[config.mk]
export PLATFORM = sky130hd
export DESIGN_NAME = bbl_cfg
export DESIGN_NICKNAME = d
export VERILOG_FILES = /design/src/design/bbl_pkg.sv /design/src/design/bbl_cfg.sv
export SDC_FILE = /design/constraint.sdc
export NUM_CORES = 1
export LEC_CHECK = 0
export ABC_AREA = 1
export ABC_CLOCK_PERIOD_IN_PS = 800
export BUFFER_PORTS_ARGS = -buffer_cell sky130_fd_sc_hd__clkbuf_2
export CORE_MARGIN = 2
export CORE_UTILIZATION = 46
export DETAILED_ROUTE_END_ITERATION = 12
export HOLD_SLACK_MARGIN = 0.03
export PLACE_DENSITY_LB_ADDON = 0.3
export SLEW_MARGIN = 20
export SYNTH_ARGS = -nofsm -noshare
export SYNTH_HDL_FRONTEND = slang
export SYNTH_SLANG_ARGS = --single-unit
[constraint.sdc]
create_clock -name clk -period 0.8 [get_ports clk]
set_input_delay 0.04 -clock clk [delete_from_list [all_inputs] [get_ports clk]]
set_output_delay 0.04 -clock clk [all_outputs]
set_load 0.01 [all_outputs]
[src/design/bbl_pkg.sv]
package bbl_pkg;

  localparam int SAMPLE_WIDTH    = 16;
  localparam int COEF_WIDTH      = 24;
  localparam int WARM_GAIN_WIDTH = 23;
  localparam int COEF_FRAC_BITS  = 22;
  localparam int WARMUP_SAMPLES  = 3;
  localparam int CFG_IDX_WIDTH   = 3;

  // register indexes on the configuration port
  localparam logic [CFG_IDX_WIDTH-1:0] REG_FF_GAIN_0   = 3'd0;
  localparam logic [CFG_IDX_WIDTH-1:0] REG_FF_GAIN_1   = 3'd1;
  localparam logic [CFG_IDX_WIDTH-1:0] REG_FF_GAIN_2   = 3'd2;
  localparam logic [CFG_IDX_WIDTH-1:0] REG_FB_GAIN_1   = 3'd3;
  localparam logic [CFG_IDX_WIDTH-1:0] REG_FB_GAIN_2   = 3'd4;
  localparam logic [CFG_IDX_WIDTH-1:0] REG_WARMUP_GAIN = 3'd5;

  typedef struct packed {
    logic signed [COEF_WIDTH-1:0] ff_gain_0;
    logic signed [COEF_WIDTH-1:0] ff_gain_1;
    logic signed [COEF_WIDTH-1:0] ff_gain_2;
    logic signed [COEF_WIDTH-1:0] fb_gain_1;
    logic signed [COEF_WIDTH-1:0] fb_gain_2;
    logic [WARM_GAIN_WIDTH-1:0]   warmup_gain;
  } coef_t;

  typedef struct packed {
    logic signed [SAMPLE_WIDTH-1:0] sample;
    logic                           warm;
  } result_t;

endpackage

[src/design/bbl_cfg.sv]
module bbl_cfg
  import bbl_pkg::*;
(
  input  logic                     clk,
  input  logic                     rst_n,
  input  logic                     cfg_valid,
  output logic                     cfg_ready,
  input  logic [CFG_IDX_WIDTH-1:0] cfg_index,
  input  logic [COEF_WIDTH-1:0]    cfg_data,
  output coef_t                    coef
);

  coef_t coef_r, coef_nxt;

  assign cfg_ready = 1'b1;
  assign coef      = coef_r;

  always_comb begin
    coef_nxt = coef_r;
    if (cfg_valid) begin
      unique case (cfg_index)
        REG_FF_GAIN_0:   coef_nxt.ff_gain_0   = signed'(cfg_data);
        REG_FF_GAIN_1:   coef_nxt.ff_gain_1   = signed'(cfg_data);
        REG_FF_GAIN_2:   coef_nxt.ff_gain_2   = signed'(cfg_data);
        REG_FB_GAIN_1:   coef_nxt.fb_gain_1   = signed'(cfg_data);
        REG_FB_GAIN_2:   coef_nxt.fb_gain_2   = signed'(cfg_data);
        REG_WARMUP_GAIN: coef_nxt.warmup_gain = cfg_data[WARM_GAIN_WIDTH-1:0];
        default:         coef_nxt = coef_r;
      endcase
    end
  end

  always_ff @(posedge clk) begin
    if (!rst_n) begin
      coef_r <= '0;
    end else begin
      coef_r <= coef_nxt;
    end
  end

endmodule

==> flow_summary.toml <==
[sta]
setup_viol = 149
finalSetupTns_ns = -13.58
hold_viol = 0
min_period_over_period = 1.14
fmax_mhz = 1090
slew_violations = 0
layout_min_cycle_time_ns = 0.916
skew_ns = 0
rsz0062_at_grt = "true"
timing.final.ws_setup_ns = -0.116

[yosys]
synth_xor_area_frac = 0
synth_top_area_share = 0.499
yosysTopAreaCell = "dfxtp_1"
synth-edff-count = 0
netlist_instances = 820
synth-main-ff-cell = "dfxtp_1"
seq_area_frac_synth = 0.499
ys_warn_count = 0
syn_area_mm2 = 0.00574
synthMostInstantiatedCell = "nor2_1"
synth_common_cells = "nor2_1 (288), nand2_1 (147), dfxtp_1 (143), nand3_1 (143), inv_1 (27)"
ys_ff_latch = 143
synth_top_cells_by_area = "dfxtp_1 (50%), nor2_1 (19%), nand3_1 (12%), nand2_1 (9.6%), buf_4 (2.4%)"
synth_compound_area_frac = 0
synth_fa_ha_area_frac = 0
synth_cell_types = 15
synth-simple-area-share = 0.425
async_flop_share = 0
synth_nets = 850
syn_avg_cell_area_um2 = 7.00
synth_top_family_by_area = "simple AND/OR/NAND/NOR gates"
synth_mux_area_frac = 0

[clocking]
cts_tree = "yes"
h-tree-depth = 4
clk_pin_slew_ns = 0.06
clockRootBuffer = "clkbuf_16"
clock-sinks = 143
clockBufferDepth = 2
clk_latency_ns = 0.41
cts_inserted_buffers = 17

[min_path]
min_path_type = "in2reg"

[outcome]
status = "finished, violations left"
violations = "setup timing"

[floorplanning]
initial_core_util = 0.474
dieWidth_um = 116
die-area_mm2 = 0.0134
io-pin-count = 174
fp-row-count = 40
coreArea_mm2 = 0.0121
die_h_um = 116

[job]
cap_viol_max_count = 0

[worst_setup_path]
r2r_setup_slack_ns = 0.02
worstPathCellList = "buf_6"
cp-end-kind = "output port"
path_class = "reg2out"
crit_path_max_incr_delay_ns = 0.36
cp_max_fo = 2
start_kind = "flop"
cp.arrival_ns = 0.88
crit_family = "flip-flops"
cp_slowest_cell = "dfxtp_2"
crit_required_ns = 0.76
path_buf_inv = 1

[detailed_routing]
wire_per_inst_um = 15.5
drc = 0
totalWireLength_um = 18200
num_vias = 5942
ant_nets = 0
first_pass_iters = 6
viasPerCell = 5.08
drtIter0Drc = 628

[global_routing]
grt_pass1_wl_um = 25700
gr-total-overflow = 0
grt_pass1_vias = 5007
antenna_found_initial = 0
grt_use_total = 0.249
grt_max_degree = 42

[placement]
dp.cells = 1130
dpl_cell_area_mm2 = 0.00697
portBuffers = 172
dp_hpwl_um = 11100
pre_cts_ws_ns = -0.222
gp_congestion = 0.805

[final_layout]
n_antenna_cell = 0
drive_gt1_frac = 0.393
area_growth_syn_to_layout_pct = 52.2
n_fill_cell = 932
final_util = 0.722
nets = 1019
final_cells = 1169
largest_reg_flops = 143
stdcell_area_mm2 = 0.00874

[pwr]
power_density_mw_per_mm2 = 2030
leakagePower_nw = 3.95
ir_worst_vdd_mv = 1.17
==> per-stage QoR <==
step | hold WS, ns | total power [W]
floorplan | 0.287 | 0.00876
global route | 0.0962 | 0.0183
global placement | 0.398 | 0.00949
finish | 0.0850 | 0.0177
detailed placement | 0.403 | 0.00952
CTS | 0.0485 | 0.0174
==> cell usage in the layout, fill, tap and decap left out, drive strengths merged <==
master,instances
buf,179
bufinv,2
clkbuf,54
clkinv,2
clkinvlp,1
conb,1
dfxtp,143
dlygate4sd3,1
inv,30
nand2,149
nand3,143
nor2,296
==> worst paths after layout <==
check / start / to / cells after the start
worst max-delay path: coef[101] / coef[101] / 1
worst min-delay path: cfg_data[23] / coef[46] / 5
worst max register to register: coef[43] / coef[43] / 4
worst min register to register: coef[78] / coef[78] / 2
==> power by group <==
group	internal (W)	switching (W)	total, W
Clock	0.00498	0.00290	0.00789
Sequential	0.00743	0.000199	0.00763
Combinational	0.00100	0.00120	0.00220
==> kinds of logic (layout without fill, tap and decap cells) <==
| family | Yosys count | after routing |
|---|---|---|
| buffers and inverters | 88 | 269 |
| flip-flops | 143 | 143 |
| AND/OR/NAND/NOR | 588 | 588 |
| other | 1 | 1 |
==> repair_timing <==
item                       4_1_cts  5_1_grt
resized for setup              153      280
setup buffers                    3        4
hold endpoints to repair         7        7
setup endpoints to repair      143      149
hold buffers                     1        1
pin swaps                        0        2
==> per-layer routing <==
| metal | track usage | part of all wire | vias to the layer above |
|---|---|---|---|
| met5 | 0 | 0 | - |
| met4 | 0.0873 | 0.021 | 0 |
| met1 | 0.331 | 0.40 | 2757 |
| met3 | 0.0596 | 0.079 | 41 |
| li1 | - | - | 2875 |
| met2 | 0.400 | 0.50 | 269 |
==> area by class of cell <==
type                       count  area [um2]  area share
clock inverter                 5        77.6     0.00887
tap                          168         210      0.0240
inverter                      30         113      0.0129
multi-input combinational    589        2470       0.282
sequential                   143        3040       0.348
timing repair buffer         208        2320       0.266
clock buffer                  26         509      0.0583
==> worst min-delay path: cells and delay by family <==
family	cells	cell delay (ns)
and+or+nand+nor	3	0.24
buffers and inverters	2	0.19
Power figures use the tool's default switching activity.
